--- config.mk ---
export PLATFORM = sky130hd
export DESIGN_NAME = dark_line_centroid_steering
export DESIGN_NICKNAME = d
export VERILOG_FILES = /design/src/rtl/dlcs_pkg.sv /design/src/rtl/dark_line_centroid_steering.sv /design/src/rtl/dlcs_csr.sv /design/src/rtl/dlcs_ctrl.sv /design/src/rtl/dlcs_dp.sv
export SDC_FILE = /design/constraint.sdc
export NUM_CORES = 1
export LEC_CHECK = 0
export BUFFER_PORTS_ARGS = -buffer_cell sky130_fd_sc_hd__buf_2
export CAP_MARGIN = 10
export CORE_AREA = 5 5 169 171
export DETAILED_ROUTE_END_ITERATION = 12
export DIE_AREA = 0 0 174 176
export HOLD_SLACK_MARGIN = 0.02
export SYNTH_ARGS = -nofsm -noshare
export SYNTH_HDL_FRONTEND = slang
export SYNTH_SLANG_ARGS = --single-unit
--- constraint.sdc ---
create_clock -name clock -period 6.57 [get_ports clock]
set_input_delay 0.3285 -clock clock [delete_from_list [all_inputs] [get_ports clock]]
set_output_delay 0.3285 -clock clock [all_outputs]
set_load 0.05 [all_outputs]
--- src/rtl/dlcs_pkg.sv ---
// ----------------------------------------------------------------------------
// dlcs_pkg: shared types and constants for dark-line centroid steering
// Payload structs, register indexes, reset values and controller links.
// ----------------------------------------------------------------------------
package dlcs_pkg;

   // field widths
   localparam int PIXEL_W    = 8;
   localparam int LEVEL_SHR  = 3;
   localparam int THRESH_W   = 5;
   localparam int EDGE_W     = 7;
   localparam int CENTER_W   = 7;
   localparam int TOTAL_W    = 7;
   localparam int DUTY_W     = 16;
   localparam int CSR_DATA_W = 16;
   localparam int CSR_IDX_W  = 3;

   // register indexes
   localparam logic [CSR_IDX_W-1:0] CSR_DARK_THRESHOLD = 3'd0;
   localparam logic [CSR_IDX_W-1:0] CSR_LEFT_EDGE      = 3'd1;
   localparam logic [CSR_IDX_W-1:0] CSR_RIGHT_EDGE     = 3'd2;
   localparam logic [CSR_IDX_W-1:0] CSR_NO_LINE_CENTER = 3'd3;
   localparam logic [CSR_IDX_W-1:0] CSR_DUTY_FULL      = 3'd4;
   localparam logic [CSR_IDX_W-1:0] CSR_DUTY_OFF       = 3'd5;

   // register reset values
   localparam logic [THRESH_W-1:0] RST_DARK_THRESHOLD = 5'd10;
   localparam logic [EDGE_W-1:0]   RST_LEFT_EDGE      = 7'd30;
   localparam logic [EDGE_W-1:0]   RST_RIGHT_EDGE     = 7'd50;
   localparam logic [EDGE_W-1:0]   RST_NO_LINE_CENTER = 7'd40;
   localparam logic [DUTY_W-1:0]   RST_DUTY_FULL      = 16'd2400;
   localparam logic [DUTY_W-1:0]   RST_DUTY_OFF       = 16'd1;

   typedef struct packed {
      logic [PIXEL_W-1:0] pixel;
      logic               row_end;
   } req_type;

   typedef struct packed {
      logic [CENTER_W-1:0] center;
      logic                line_found;
      logic [TOTAL_W-1:0]  dark_total;
      logic [DUTY_W-1:0]   wheel_a_duty;
      logic [DUTY_W-1:0]   wheel_b_duty;
   } rsp_type;

   typedef struct packed {
      logic [THRESH_W-1:0] dark_threshold;
      logic [EDGE_W-1:0]   left_edge;
      logic [EDGE_W-1:0]   right_edge;
      logic [EDGE_W-1:0]   no_line_center;
      logic [DUTY_W-1:0]   duty_full;
      logic [DUTY_W-1:0]   duty_off;
   } cfg_type;

   // controller to datapath
   typedef struct packed {
      logic accum;     // sample transfer, update the row accumulators
      logic start;     // row end transfer, load divider and clear the row
      logic step;      // one divider iteration
      logic load;      // capture the result into the output register
   } cmd_type;

   // datapath to controller
   typedef struct packed {
      logic div_done;
   } sts_type;

endpackage

--- src/rtl/dark_line_centroid_steering.sv ---
// ----------------------------------------------------------------------------
// dark_line_centroid_steering: line-follower centroid and wheel duty select
// Top level joining the registers, controller and datapath.
// ----------------------------------------------------------------------------
// One camera sample is taken per cycle while the block is not busy. The
// transfer that carries row_end is followed by a busy period: the mean
// position comes from a restoring divider producing one quotient bit per
// cycle over a row sum of SUM_W = clog2(ROW_SAMPLES*(ROW_SAMPLES-1)/2 + 1)
// bits, and then the result register is loaded. The result register lets
// a new row start while the previous result waits; when the next row's
// divide finishes before that result is taken, the load waits and the
// input stays stalled until the slot frees. Samples past ROW_SAMPLES in a
// row are ignored, but their row_end still closes it. The user must write
// configuration only while the block is idle; the block does not enforce it.
module dark_line_centroid_steering #(
   parameter int ROW_SAMPLES = 80
) (
   input  logic                              clock,
   input  logic                              reset,
   input  logic                              req_valid,
   output logic                              req_ready,
   input  dlcs_pkg::req_type                 req_data,
   output logic                              rsp_valid,
   input  logic                              rsp_ready,
   output dlcs_pkg::rsp_type                 rsp_data,
   input  logic                              csr_we,
   input  logic [dlcs_pkg::CSR_IDX_W-1:0]    csr_index,
   input  logic [dlcs_pkg::CSR_DATA_W-1:0]   csr_wdata
);
   import dlcs_pkg::*;

   cfg_type cfg;
   cmd_type cmd;
   sts_type sts;

   // configuration registers
   dlcs_csr u_csr (
      .clock     (clock),
      .reset     (reset),
      .csr_we    (csr_we),
      .csr_index (csr_index),
      .csr_wdata (csr_wdata),
      .cfg       (cfg)
   );

   // sequencing
   dlcs_ctrl u_ctrl (
      .clock       (clock),
      .reset       (reset),
      .req_valid   (req_valid),
      .req_row_end (req_data.row_end),
      .req_ready   (req_ready),
      .rsp_valid   (rsp_valid),
      .rsp_ready   (rsp_ready),
      .sts         (sts),
      .cmd         (cmd)
   );

   // accumulate, divide, steer
   dlcs_dp #(
      .ROW_SAMPLES (ROW_SAMPLES)
   ) u_dp (
      .clock    (clock),
      .reset    (reset),
      .req_data (req_data),
      .cfg      (cfg),
      .cmd      (cmd),
      .sts      (sts),
      .rsp_data (rsp_data)
   );

endmodule

--- src/rtl/dlcs_csr.sv ---
// ----------------------------------------------------------------------------
// dlcs_csr: configuration registers
// Six write-only registers, cut to their widths; unknown indexes are ignored.
// ----------------------------------------------------------------------------
module dlcs_csr (
   input  logic                                 clock,
   input  logic                                 reset,
   input  logic                                 csr_we,
   input  logic [dlcs_pkg::CSR_IDX_W-1:0]       csr_index,
   input  logic [dlcs_pkg::CSR_DATA_W-1:0]      csr_wdata,
   output dlcs_pkg::cfg_type                    cfg
);
   import dlcs_pkg::*;

   cfg_type cfg_ff;
   cfg_type cfg_in;

   // register write decode
   always_comb begin
      cfg_in = cfg_ff;
      if (csr_we) begin
         unique case (csr_index)
            CSR_DARK_THRESHOLD: cfg_in.dark_threshold = csr_wdata[THRESH_W-1:0];
            CSR_LEFT_EDGE:      cfg_in.left_edge      = csr_wdata[EDGE_W-1:0];
            CSR_RIGHT_EDGE:     cfg_in.right_edge     = csr_wdata[EDGE_W-1:0];
            CSR_NO_LINE_CENTER: cfg_in.no_line_center = csr_wdata[EDGE_W-1:0];
            CSR_DUTY_FULL:      cfg_in.duty_full      = csr_wdata[DUTY_W-1:0];
            CSR_DUTY_OFF:       cfg_in.duty_off       = csr_wdata[DUTY_W-1:0];
            default:            cfg_in = cfg_ff;
         endcase
      end
   end

   always_ff @(posedge clock) begin
      if (reset) begin
         cfg_ff.dark_threshold <= RST_DARK_THRESHOLD;
         cfg_ff.left_edge      <= RST_LEFT_EDGE;
         cfg_ff.right_edge     <= RST_RIGHT_EDGE;
         cfg_ff.no_line_center <= RST_NO_LINE_CENTER;
         cfg_ff.duty_full      <= RST_DUTY_FULL;
         cfg_ff.duty_off       <= RST_DUTY_OFF;
      end else begin
         cfg_ff <= cfg_in;
      end
   end

   assign cfg = cfg_ff;

endmodule

--- src/rtl/dlcs_ctrl.sv ---
// ----------------------------------------------------------------------------
// dlcs_ctrl: sequencing controller
// Takes samples, runs the end-of-row divider and owns the result valid.
// ----------------------------------------------------------------------------
module dlcs_ctrl (
   input  logic               clock,
   input  logic               reset,
   input  logic               req_valid,
   input  logic               req_row_end,
   output logic               req_ready,
   output logic               rsp_valid,
   input  logic               rsp_ready,
   input  dlcs_pkg::sts_type  sts,
   output dlcs_pkg::cmd_type  cmd
);
   import dlcs_pkg::*;

   localparam logic ST_ACCUM = 1'b0;
   localparam logic ST_DIV   = 1'b1;

   logic state_ff;
   logic state_in;
   logic rsp_valid_ff;
   logic rsp_valid_in;
   logic out_free;

   // output slot is free when empty or being drained this cycle
   assign out_free = !rsp_valid_ff || rsp_ready;

   // next state and commands
   always_comb begin
      state_in  = state_ff;
      cmd       = '0;
      req_ready = 1'b0;
      unique case (state_ff)
         ST_ACCUM: begin
            req_ready = 1'b1;
            if (req_valid) begin
               cmd.accum = 1'b1;
               if (req_row_end) begin
                  cmd.start = 1'b1;
                  state_in  = ST_DIV;
               end
            end
         end
         ST_DIV: begin
            if (!sts.div_done) begin
               cmd.step = 1'b1;
            end else if (out_free) begin
               cmd.load = 1'b1;
               state_in = ST_ACCUM;
            end
         end
         default: state_in = ST_ACCUM;
      endcase
   end

   // result valid flag
   always_comb begin
      rsp_valid_in = rsp_valid_ff;
      if (cmd.load) begin
         rsp_valid_in = 1'b1;
      end else if (rsp_ready) begin
         rsp_valid_in = 1'b0;
      end
   end

   always_ff @(posedge clock) begin
      if (reset) begin
         state_ff     <= ST_ACCUM;
         rsp_valid_ff <= 1'b0;
      end else begin
         state_ff     <= state_in;
         rsp_valid_ff <= rsp_valid_in;
      end
   end

   assign rsp_valid = rsp_valid_ff;

endmodule

--- src/rtl/dlcs_dp.sv ---
// ----------------------------------------------------------------------------
// dlcs_dp: accumulation, bit-serial divider and steering datapath
// Row accumulators, restoring divider one quotient bit per step, result reg.
// ----------------------------------------------------------------------------
module dlcs_dp #(
   parameter int ROW_SAMPLES = 80
) (
   input  logic               clock,
   input  logic               reset,
   input  dlcs_pkg::req_type  req_data,
   input  dlcs_pkg::cfg_type  cfg,
   input  dlcs_pkg::cmd_type  cmd,
   output dlcs_pkg::sts_type  sts,
   output dlcs_pkg::rsp_type  rsp_data
);
   import dlcs_pkg::*;

   localparam int POS_W  = $clog2(ROW_SAMPLES + 1);
   localparam int CNT_W  = POS_W;
   localparam int SUM_W  = $clog2(ROW_SAMPLES * (ROW_SAMPLES - 1) / 2 + 1);
   localparam int STEP_W = $clog2(SUM_W + 1);
   localparam int CMP_W  = (POS_W > EDGE_W) ? POS_W : EDGE_W;

   logic [POS_W-1:0]  pos_ff,  pos_in,  pos_upd;
   logic [CNT_W-1:0]  cnt_ff,  cnt_in,  cnt_upd;
   logic [SUM_W-1:0]  sum_ff,  sum_in,  sum_upd;
   logic [SUM_W-1:0]  quo_ff,  quo_in;
   logic [CNT_W-1:0]  rem_ff,  rem_in;
   logic [CNT_W-1:0]  dvs_ff,  dvs_in;
   logic [STEP_W-1:0] step_ff, step_in;
   rsp_type           rsp_ff,  rsp_in;

   logic [THRESH_W-1:0] level;
   logic                dark;
   logic [CNT_W:0]      rem_shift;
   logic [CNT_W:0]      rem_diff;
   logic                fits;
   logic                found;
   logic [CMP_W-1:0]    center_cmp;

   // one sample: cut to five bits and test against the threshold
   assign level = THRESH_W'(req_data.pixel >> LEVEL_SHR);
   assign dark  = level < cfg.dark_threshold;

   // accumulator update, position saturates at the row length
   always_comb begin
      pos_upd = pos_ff;
      cnt_upd = cnt_ff;
      sum_upd = sum_ff;
      if (pos_ff < POS_W'(ROW_SAMPLES)) begin
         if (dark) begin
            cnt_upd = cnt_ff + CNT_W'(1);
            sum_upd = sum_ff + SUM_W'(pos_ff);
         end
         pos_upd = pos_ff + POS_W'(1);
      end
   end

   // row accumulators, cleared at each row end
   always_comb begin
      pos_in = pos_ff;
      cnt_in = cnt_ff;
      sum_in = sum_ff;
      if (cmd.start) begin
         pos_in = '0;
         cnt_in = '0;
         sum_in = '0;
      end else if (cmd.accum) begin
         pos_in = pos_upd;
         cnt_in = cnt_upd;
         sum_in = sum_upd;
      end
   end

   // restoring divider iteration
   assign rem_shift = {rem_ff, quo_ff[SUM_W-1]};
   assign rem_diff  = rem_shift - {1'b0, dvs_ff};
   assign fits      = rem_shift >= {1'b0, dvs_ff};

   always_comb begin
      quo_in  = quo_ff;
      rem_in  = rem_ff;
      dvs_in  = dvs_ff;
      step_in = step_ff;
      if (cmd.start) begin
         quo_in  = sum_upd;
         rem_in  = '0;
         dvs_in  = cnt_upd;
         step_in = STEP_W'(SUM_W);
      end else if (cmd.step) begin
         quo_in  = (quo_ff << 1) | SUM_W'(fits);
         rem_in  = fits ? CNT_W'(rem_diff) : CNT_W'(rem_shift);
         step_in = step_ff - STEP_W'(1);
      end
   end

   assign sts.div_done = (step_ff == '0);

   // centre select and steering decision
   assign found      = (dvs_ff != '0);
   assign center_cmp = found ? CMP_W'(quo_ff) : CMP_W'(cfg.no_line_center);

   always_comb begin
      rsp_in            = rsp_ff;
      if (cmd.load) begin
         rsp_in.center     = CENTER_W'(center_cmp);
         rsp_in.line_found = found;
         rsp_in.dark_total = TOTAL_W'(dvs_ff);
         priority if (center_cmp < CMP_W'(cfg.left_edge)) begin
            rsp_in.wheel_a_duty = cfg.duty_off;
            rsp_in.wheel_b_duty = cfg.duty_full;
         end else if (center_cmp > CMP_W'(cfg.right_edge)) begin
            rsp_in.wheel_a_duty = cfg.duty_full;
            rsp_in.wheel_b_duty = cfg.duty_off;
         end else begin
            rsp_in.wheel_a_duty = cfg.duty_full;
            rsp_in.wheel_b_duty = cfg.duty_full;
         end
      end
   end

   // control state
   always_ff @(posedge clock) begin
      if (reset) begin
         pos_ff  <= '0;
         cnt_ff  <= '0;
         sum_ff  <= '0;
         step_ff <= '0;
      end else begin
         pos_ff  <= pos_in;
         cnt_ff  <= cnt_in;
         sum_ff  <= sum_in;
         step_ff <= step_in;
      end
   end

   // payload
   always_ff @(posedge clock) begin
      quo_ff <= quo_in;
      rem_ff <= rem_in;
      dvs_ff <= dvs_in;
      rsp_ff <= rsp_in;
   end

   assign rsp_data = rsp_ff;

endmodule

; ---- Word level (Yosys, flattened, before mapping)
; Index checks and enable logic that the tools add are counted.
[totals]
word_cells = 79
register_bits = 163
in_bits = 33
output_inout_bits = 49
[op_classes]
addsub = 5
mux = 26
order_cmp = 5
eq_ne = 5
n_bitwise = 2
n_reduce_logical = 15
[op_table]
columns = op, n
row1 = 2-to-1 mux 12 bit, 4
row2 = 2-to-1 mux 32 bit, 1
row3 = 2-to-1 mux 7 bit, 4
row4 = 2-to-1 mux 16 bit, 1
row5 = adder 7 x 1 -> 7 bit (second input constant), 2
row6 = AND reduction 2 bit, 7
row7 = adder 12 x 7 -> 12 bit, 1
row8 = bitwise OR 12 x 1 -> 12 bit, 1
row9 = 2-to-1 mux 1 bit, 10
row10 = >= comparator 8 x 7 -> 1 bit, 1
row11 = 2-to-1 mux 4 bit, 2
row12 = > comparator 7 bit, 1
row13 = < comparator 7 bit, 1
row14 = < comparator 7 bit (second input constant), 1
row15 = nonzero test 7 bit, 1
row16 = subtractor 7 bit, 1
row17 = == test 3 x 2 -> 1 bit (second input constant), 2
row18 = == test 3 bit (second input constant), 2
row19 = 2-to-1 mux 2 bit, 3
row20 = < comparator 5 bit, 1
row21 = zero test 4 bit, 1
row22 = nonzero test 2 bit, 2
row23 = subtractor 4 x 1 -> 4 bit (second input constant), 1
row24 = == test 3 x 1 -> 1 bit (second input constant), 1
row25 = other kinds (6), 6

; ---- Depth between registers and ports, before layout
; Gate-level depths: netlist of run 1.
[depth]
word_depth = 7
mapped_depth = 10
ltp_nobuf = 9

; ---- Hierarchy
; Synthesis of run 1 repeated with hierarchy kept, for this count alone.
[hier_totals]
cells_unflattened = 809
hier_area_um2 = 8232.9
[modules_own_cells]
columns = mod, seq_area_each_um2, cells_each, instances, area_per_inst_um2
row1 = dlcs_dp, 2722.6, 571, 1, 5753.0
row2 = dlcs_csr, 1161.1, 225, 1, 2377.3
row3 = dlcs_ctrl, 40.0, 13, 1, 102.6

; ---- Worst setup path before layout of run 1
; OpenSTA, ideal clock, no wires.
[synth_path]
path_type = reg2reg
start = register u_dp.step_ff[0]
end = register u_dp.rsp_ff (netlist bit u_dp.rsp_data[0]), enable pin
t_arrival_ns = 4.260
t_required_ns = 6.060
period_less_slack_ns = 4.769
n_path_buf = 0
stages_incl_launch_ff = 5
setup_time_ns = 0.510
setup_slack_ns = 1.801
path_cell_list = dfxtp_1 -> inv_1 -> ha_1 -> or3b_2 -> nor3_1
[synth_lines]
columns = element, line
row1 = from (decl), dlcs_dp.sv:30  ; logic [STEP_W-1:0] step_ff, step_in;
row2 = from (signal assigned), dlcs_dp.sv:133  ; step_ff <= step_in;
row3 = to (signal assigned), dlcs_dp.sv:142  ; rsp_ff <= rsp_in;
row4 = to (decl), dlcs_dp.sv:31  ; rsp_type rsp_ff, rsp_in;

; ---- Worst setup path after layout of run 1
[layout_path]
start = register u_dp.dvs_ff[2]
end = register u_dp.rsp_ff (netlist bit u_dp.rsp_data[31]), data pin
[layout_between]
elab_chain_len = 4
[layout_lines]
columns = element, line
row1 = from (decl), dlcs_dp.sv:29  ; logic [CNT_W-1:0] dvs_ff, dvs_in;
row2 = from (signal assigned), dlcs_dp.sv:141  ; dvs_ff <= dvs_in;
row3 = nonzero test 7 bit, dlcs_dp.sv:100  ; assign found = (dvs_ff != '0);
row4 = net u_dp.found, dlcs_dp.sv:38  ; logic found;
row5 = 2-to-1 mux 7 bit, dlcs_dp.sv:101  ; assign center_cmp = found ? CMP_W'(quo_ff) : CMP_W'(cfg.no_line_center);
row6 = net u_dp.center_cmp[2], dlcs_dp.sv:39  ; logic [CMP_W-1:0] center_cmp;
row7 = < comparator 7 bit, dlcs_dp.sv:109  ; priority if (center_cmp < CMP_W'(cfg.left_edge)) begin
row8 = 2-to-1 mux 32 bit, dlcs_dp.sv:109
; The timed path passes the listed nets, and every way through them passes these cells.
; A chain may end at the register's enable or synchronous reset.

==> flow_metrics.env, run 1 <==
export IMPL_intPower_w=0.00179
export IMPL_totalWireLength_mm=19.2
export IMPL_rsz0062_at_grt="no"
export IMPL_dpl_cell_count=1225
export IMPL_grt_max_degree=68
export IMPL_maxSlewHeadroom=0.229
export IMPL_total_power_w=0.00242
export IMPL_syn_area_sq_um=7970
export IMPL_hp_class="in -> reg"
export IMPL_rows=60
export IMPL_finish_net_count=973
export IMPL_start_kind="flop"
export IMPL_wire_per_inst_um=15.3
export IMPL_cts_tree="yes"
export IMPL_synth_edf_count=66
export IMPL_cp_arrival_ns=4.08
export IMPL_hpwl_mm=13.2
export IMPL_comb_power_share=0.117
export IMPL_portBuffers=78
export IMPL_cts_root_buf="clkbuf_16"
export IMPL_cp_data_required_time_ns=6.75
export IMPL_hold_violations=0
export IMPL_grtUsageTotal=0.125
export IMPL_post_cts_resized=0
export IMPL_synth_cell_types=63
export IMPL_grt_pass1_vias=5951
export IMPL_core_sq_um=26700
export IMPL_dr_total_vias=6224
export IMPL_power_density_nw_per_um2=260
export IMPL_synth_net_count=909
export IMPL_ys_async_sr_fraction=0
export IMPL_cts_setup_buffers=0
export IMPL_fmax_mhz=256
export IMPL_cts_hold_buf=0
export IMPL_worst_setup_path_end_kind="flop"
export IMPL_hold_ws_ns=0.158
export IMPL_clk_pin_slew_ns=0.07
export IMPL_skew_ns=0.0130
export IMPL_final_period_utilization=0.594
export IMPL_cts_inserted_buffers=17
export IMPL_ys_ff_latch=163
export IMPL_p_sw_w=0.000634
export IMPL_crit_type="reg -> reg"
export IMPL_yosys_warnings=0
export IMPL_synthFlopType="dfxtp_1"
export IMPL_status="completed"
export IMPL_avgSynthCellArea_sq_um=9.50
export IMPL_stdcell_count=1259
export IMPL_worstSkewPairLatency_ns=0.42
export IMPL_dr_pass1_iters=4
export IMPL_dieHeight_um=176
export IMPL_route_detailed_drc=0
export IMPL_period_needed_ns=3.90
export IMPL_die_area_sq_um=30600
export IMPL_p_sw_frac=0.262
export IMPL_cts_htree_levels=4
export IMPL_gp_congestion=0.790
export IMPL_cts_sinks=163
export IMPL_syn_inst=839
export IMPL_utilization=0.348
export IMPL_start_util=0.298
export IMPL_drtIter0Drc=451
export IMPL_drv_slew=0
export IMPL_setup_viol=0
export IMPL_ys_seq_area_frac=0.492
export IMPL_area_growth_pct=16.7
export IMPL_pwr_share_clk=0.422
export IMPL_viasPerCell=4.94
export IMPL_grt_overflow=0
export IMPL_antenna_found_initial=2
export IMPL_tightest_slew_ns=1.15
export IMPL_ant_nets=0
export IMPL_clockBufferDepth=2
export IMPL_dieWidth_um=174
export IMPL_maxCapViolCount=0
export IMPL_ir_drop_mv=0.181
export IMPL_pwr_share_seq=0.461
export IMPL_ioPinCount=82
export IMPL_grt_first_pass_wirelength_mm=31.2
export IMPL_drive_above_1_share=0.153
export IMPL_tns_ns=0
export IMPL_path_max_fanout=32
export IMPL_p_leak_nw=3.47
[power groups by stage]
stage | sequential, W | clock [W] | combinational, W
5_1_grt | 0.00112 | 0.00108 | 0.000313
3_5_place_dp | 0.00114 | 0 | 0.000286
4_1_cts | 0.00112 | 0.00104 | 0.000287
3_3_place_gp | 0.00114 | 0 | 0.000282
6_report | 0.00112 | 0.00102 | 0.000283
2_1_floorplan | 0.00117 | 0 | 0.000173
[layout make-up]
class,instances,area (sq um)
Antenna cell,2,5.00
Clock buffer,18,429
Clock inverter,14,180
Fill cell,2722,17400
Inverter,38,143
Multi-Input combinational cell,598,3750
Sequential cell,163,3920
Tap cell,341,427
Timing Repair Buffer,85,443
[synth_stat cells (all sizes together) (6+ instances only)]
library cell | instances | area [sq um]
nand2 | 171 | 642
dfxtp | 97 | 1940
a21oi | 67 | 335
edfxtp | 66 | 1980
nor2 | 54 | 203
inv | 36 | 135
ha | 35 | 438
clkbuf | 32 | 120
o21ai | 25 | 125
mux2 | 23 | 259
o211ai | 23 | 173
nand3 | 20 | 100
o2111ai | 17 | 149
nand3b | 13 | 97.6
nor3 | 12 | 65.1
mux2i | 11 | 110
xnor2 | 11 | 96.3
a31oi | 10 | 62.6
o31ai | 10 | 75.1
xor2 | 9 | 78.8
buf | 8 | 47.5
or3 | 8 | 50.1
a211oi | 7 | 57.6
nor2b | 7 | 43.8
or4 | 6 | 45.0
[path summary, 6_finish.rpt]
kind | from | to | slack, ns | depth (start not counted)
min | csr_wdata[7] | u_csr.cfg[7] | 0.16 | 3
max reg2reg | u_dp.dvs_ff[2] | u_dp.rsp_data[31] | 2.67 | 10
min reg2reg | u_csr.cfg[33] | u_csr.cfg[33] | 0.45 | 2
max | u_dp.dvs_ff[2] | u_dp.rsp_data[31] | 2.67 | 10
[cell usage in the layout (no fill, tap or decap), types with 5 or more instances in the layout]
cell / n
o2111ai_1: 17
and3_1: 5
a21oi_1: 67
a31oi_1: 10
ha_1: 35
o21ai_0: 24
o31ai_1: 9
buf_2: 78
a211oi_1: 6
or3_1: 8
clkbuf_16: 17
mux2i_1: 11
nand3_1: 20
edfxtp_1: 66
nor3_1: 9
xnor2_1: 11
xor2_1: 9
nor2_1: 54
inv_1: 36
mux2_1: 14
nand2_1: 171
nand3b_1: 13
buf_4: 7
or4_1: 6
dfxtp_1: 97
mux2_2: 9
nor2b_1: 7
o211ai_1: 23
a211o_1: 5
[flip-flops by register name, indices dropped and copies added (netlist names)]
name,flops
u_dp.cnt_ff,7
u_dp.pos_ff,7
u_dp.sum_ff,12
u_csr.cfg,58
u_ctrl.state_ff,1
u_dp.dvs_ff,7
u_dp.rsp_data,47
u_ctrl.rsp_valid,1
u_dp.rem_ff,7
u_dp.quo_ff,12
u_dp.step_ff,4
[layer usage]
metal,up-vias,global-route usage,part of all wire
met5,-,0,0
met1,2944,0.156,0.46
met4,0,0.0399,0.015
li1,3143,-,-
met2,118,0.215,0.48
met3,19,0.0315,0.043
[metrics by stage]
step	cell area, sq um	setup slack, ns
2_1_floorplan	7970	1.80
3_3_place_gp	8690	2.64
3_5_place_dp	8690	2.64
4_1_cts	9300	2.60
5_1_grt	9300	2.46
6_report	9300	2.67
[cell families (layout without fill, tap and decap cells)]
logic type | count (synthesis) | in the layout | share of synthesized area
AO/OA/AOI/OAI | 190 | 190 | 0.159
XOR/XNOR | 20 | 20 | 0.0220
adder cells (fa/ha/maj) | 37 | 37 | 0.0600
buffers and inverters | 78 | 155 | 0.0389
flip-flops | 163 | 163 | 0.492
multiplexers | 34 | 34 | 0.0463
other | 0 | 2 | 0
AND/OR/NAND/NOR | 317 | 317 | 0.181
[critical path: stages, from the launching register on]
cell and delay [ns]:
edfxtp_1 0.45, nor4_4 0.54, nand2_1 0.36, mux2_2 0.42, ha_1 0.29, a211oi_1 0.22, o21ai_0 0.11, o211ai_1 0.11
buf_4 0.27, o211a_4 0.46, mux2_2 0.39
Note: power is estimated with default switching activity, not from simulation.
==> run 2, diff against run 1 <==
- ABC_AREA: unset -> 1
- CORE_AREA: 5 5 169 171 -> 5 5 171 173
- DIE_AREA: 0 0 174 176 -> 0 0 176 178
- clock period: 6.57 -> 3.8 ns (I/O delays scaled with it)
==> run 2 against run 1 <==
  * Routed wire length about the same
  * Via count rose by 6.9%
  * Clock-buffer cell count down 1
  * Sequential share of layout area shrank 1.1 points
  * Maximum frequency up 20%
  * Combinational power grew 130%
  * Final cell count increased by 16%
  * Setup slack worse by 2.1 ns
  * Critical path depth rose by 2
  * Sequential power rose by 77%
  * Critical path type unchanged
  * Core utilization shrank 0.086 points
  * Global-route usage is 0.10 points higher
==> flow_metrics.env, run 2 <==
export IMPL_status="completed"
export IMPL_total_power_w=0.00437
export IMPL_yosysMostFrequentCell="nand2_1"
export IMPL_area_growth_pct=16.9
export IMPL_pwr_share_clk=0.399
export IMPL_dieWidth_um=176
export IMPL_drive_above_1_share=0.135
export IMPL_wire_per_inst_um=13.2
export IMPL_worstSkewPairLatency_ns=0.43
export IMPL_grt_first_pass_wirelength_mm=31.8
export IMPL_fmax_mhz=308
export IMPL_ir_drop_mv=0.307
export IMPL_viasPerCell=4.55
export IMPL_grt_pass1_vias=6367
export IMPL_cts_sinks=163
export IMPL_hp_class="in -> reg"
export IMPL_path_max_fanout=33
export IMPL_hold_violations=0
export IMPL_core_sq_um=27500
export IMPL_gr_usage_met3=0.0288
export IMPL_worst_setup_path_end_kind="flop"
export IMPL_cpMostUsedCell="nand2_1"
export IMPL_cpLargestDelayFamily="simple AND/OR/NAND/NOR gates"
export IMPL_fill_cells=2849
export IMPL_met2_usage=0.211
export IMPL_cts_root_buf="clkbuf_16"
export IMPL_p_sw_frac=0.310
export IMPL_timing_final_ws_setup_ns=0.551
export IMPL_rsz0062_at_grt="no"
export IMPL_avgSynthCellArea_sq_um=7.98
export IMPL_grt_max_degree=60
export IMPL_tightest_slew_ns=0.683
export IMPL_cp_data_required_time_ns=3.99
export IMPL_yosys_area_top_type_share=0.243
export IMPL_setup_viol=0
export IMPL_intPower_w=0.00302
export IMPL_ys_seq_area_frac=0.481
export IMPL_synth_cell_types=46
export IMPL_synth_net_count=1093
export IMPL_cp_arrival_ns=3.44
export IMPL_clk_pin_slew_ns=0.08
export IMPL_synth_edf_count=66
export IMPL_grt_met1_usage=0.164
export IMPL_top_usage_layer="met2"
export IMPL_start_util=0.297
export IMPL_ys_async_sr_fraction=0
export IMPL_die_area_sq_um=31300
export IMPL_path_buf_inv=1
export IMPL_cts_tree="yes"
export IMPL_comb_power_share=0.148
export IMPL_period_needed_ns=3.25
export IMPL_gp_congestion=0.831
export IMPL_hpwl_mm=13.3
export IMPL_grtUsageTotal=0.126
export IMPL_rows=61
export IMPL_max_stage_delay_ns=0.48
export IMPL_antenna_cells=0
export IMPL_dr_total_vias=6656
export IMPL_cts_setup_buffers=0
export IMPL_final_period_utilization=0.855
export IMPL_synthFlopType="dfxtp_1"
export IMPL_synthTopCellsByArea="edfxtp_1 (24%), dfxtp_1 (24%), nand2_1 (12%)"
export IMPL_maxSlewHeadroom=0.544
export IMPL_grt_overflow=0
export IMPL_place_ws_ns=0.547
export IMPL_ys_ff_latch=163
export IMPL_synthTopCellsByCount="nand2_1 (271), inv_1 (113), nor2_1 (106)"
export IMPL_p_sw_w=0.00135
export IMPL_ioPinCount=82
export IMPL_syn_inst=1023
export IMPL_totalWireLength_mm=19.2
export IMPL_portBuffers=78
export IMPL_yosys_warnings=0
export IMPL_dr_pass1_iters=5
export IMPL_drtIter0Drc=442
export IMPL_cp_slowest_cell="edfxtp_1"
export IMPL_finish_net_count=1173
export IMPL_crit_type="reg -> reg"
export IMPL_skew_ns=0.0167
export IMPL_pwr_share_seq=0.453
export IMPL_layout_cells_most_common="nand2_1"
export IMPL_cts_htree_levels=4
export IMPL_yosys_area_top_type="edfxtp_1"
export IMPL_maxCapViolCount=0
export IMPL_largest_reg_flops=58
export IMPL_drv_slew=0
export IMPL_p_leak_nw=4.41
export IMPL_cp_cell_sequence="nor2_1, nand2_1, inv_1, nand2_1, o21ai_0, ha_1, a21oi_1, nand2_1, nand2_4, nand2_4, nand2_1, nand2_1"
export IMPL_ant_nets=0
export IMPL_dieHeight_um=178
export IMPL_route_detailed_drc=0
export IMPL_tns_ns=0
export IMPL_syn_area_sq_um=8160
export IMPL_start_kind="flop"
export IMPL_power_density_nw_per_um2=458
export IMPL_antenna_found_initial=0
export IMPL_clockBufferDepth=2
export IMPL_cts_inserted_buffers=17
export IMPL_final_cell_mix="nand2_1 (271), inv_1 (113), nor2_1 (105)"
==> run 2: cell types whose count changed in the layout (fill, tap and decap cells not counted), sizes merged, moves of 17 or more <==
cell / change
inv: +89
nand2: +107
nand3: +73
nor2: +57
o2111ai: -17
mux2: -22
o21ai: +61
==> run 2: logic make-up (layout without fill, tap and decap cells) <==
family	after synthesis	in the layout	share of synthesized area
AO/OA/AOI/OAI	158	158	0.107
adder cells (fa/ha/maj)	37	37	0.0586
flip-flops	163	163	0.481
AND/OR/NAND/NOR	502	502	0.262
XOR/XNOR	9	9	0.00966
multiplexers	1	1	0.00138
buffers and inverters	153	246	0.0808
==> run 2: per-stage QoR <==
stage | utilization | std cells | instance area (sq um) | hold WS [ns]
3_5_place_dp | 0.322 | 1421 | 8840 | 0.436
2_1_floorplan | - | 1023 | 8160 | 0.259
6_report | 0.347 | 1462 | 9540 | 0.0504
4_1_cts | 0.347 | 1462 | 9540 | 0.0379
5_1_grt | 0.347 | 1462 | 9540 | 0.0589
3_3_place_gp | 0.322 | 1421 | 8840 | 0.432
==> run 2: layout make-up <==
type,count,area (sq um),share of cell area
Sequential cell,163,3920,0.411
Multi-Input combinational cell,707,3580,0.376
Timing Repair Buffer,94,533,0.0559
Tap cell,346,433,0.0454
Clock inverter,15,181,0.0190
Inverter,120,458,0.0480
Clock buffer,17,425,0.0446
==> run 2: worst paths after layout <==
| kind | depth (start not counted) | from | slack, ns | end |
|---|---|---|---|---|
| worst min register to register | 2 | u_csr.cfg[34] | 0.45 | u_csr.cfg[34] |
| worst max-delay path | 12 | u_dp.dvs_ff[1] | 0.55 | u_dp.rsp_data[27] |
| worst max register to register | 12 | u_dp.dvs_ff[1] | 0.55 | u_dp.rsp_data[27] |
| worst min-delay path | 3 | csr_wdata[6] | 0.05 | u_csr.cfg[22] |
==> run 2: what timing repair did <==
item	in CTS	in global routing
hold endpoints to repair	18	0
resized for setup	0	0
hold buffers	9	0
==> run 2: power by group through the flow <==
stage	logic, W	clock network (W)	registers [W]
floorplan	0.000430	0	0.00208
global placement	0.000630	0	0.00202
detailed placement	0.000641	0	0.00202
CTS	0.000651	0.00179	0.00198
global route	0.000735	0.00185	0.00199
finish	0.000648	0.00174	0.00198
==> run 2: metal layers <==
layer | vias up | part of all wire
met2 | 120 | 0.47
met4 | 0 | 0.016
li1 | 3502 | -
met3 | 26 | 0.037
met1 | 3008 | 0.48
met5 | - | 0
==> run 2: worst register-to-register path, stage by stage, from the launching register on <==
cell      delay [ns]
edfxtp_1        0.48
nor2_1          0.13
nand2_1         0.11
inv_1           0.09
nand2_1         0.24
o21ai_0         0.47
ha_1            0.33
a21oi_1         0.15
nand2_1         0.13
nand2_4         0.32
nand2_4         0.31
nand2_1         0.14
nand2_1         0.08
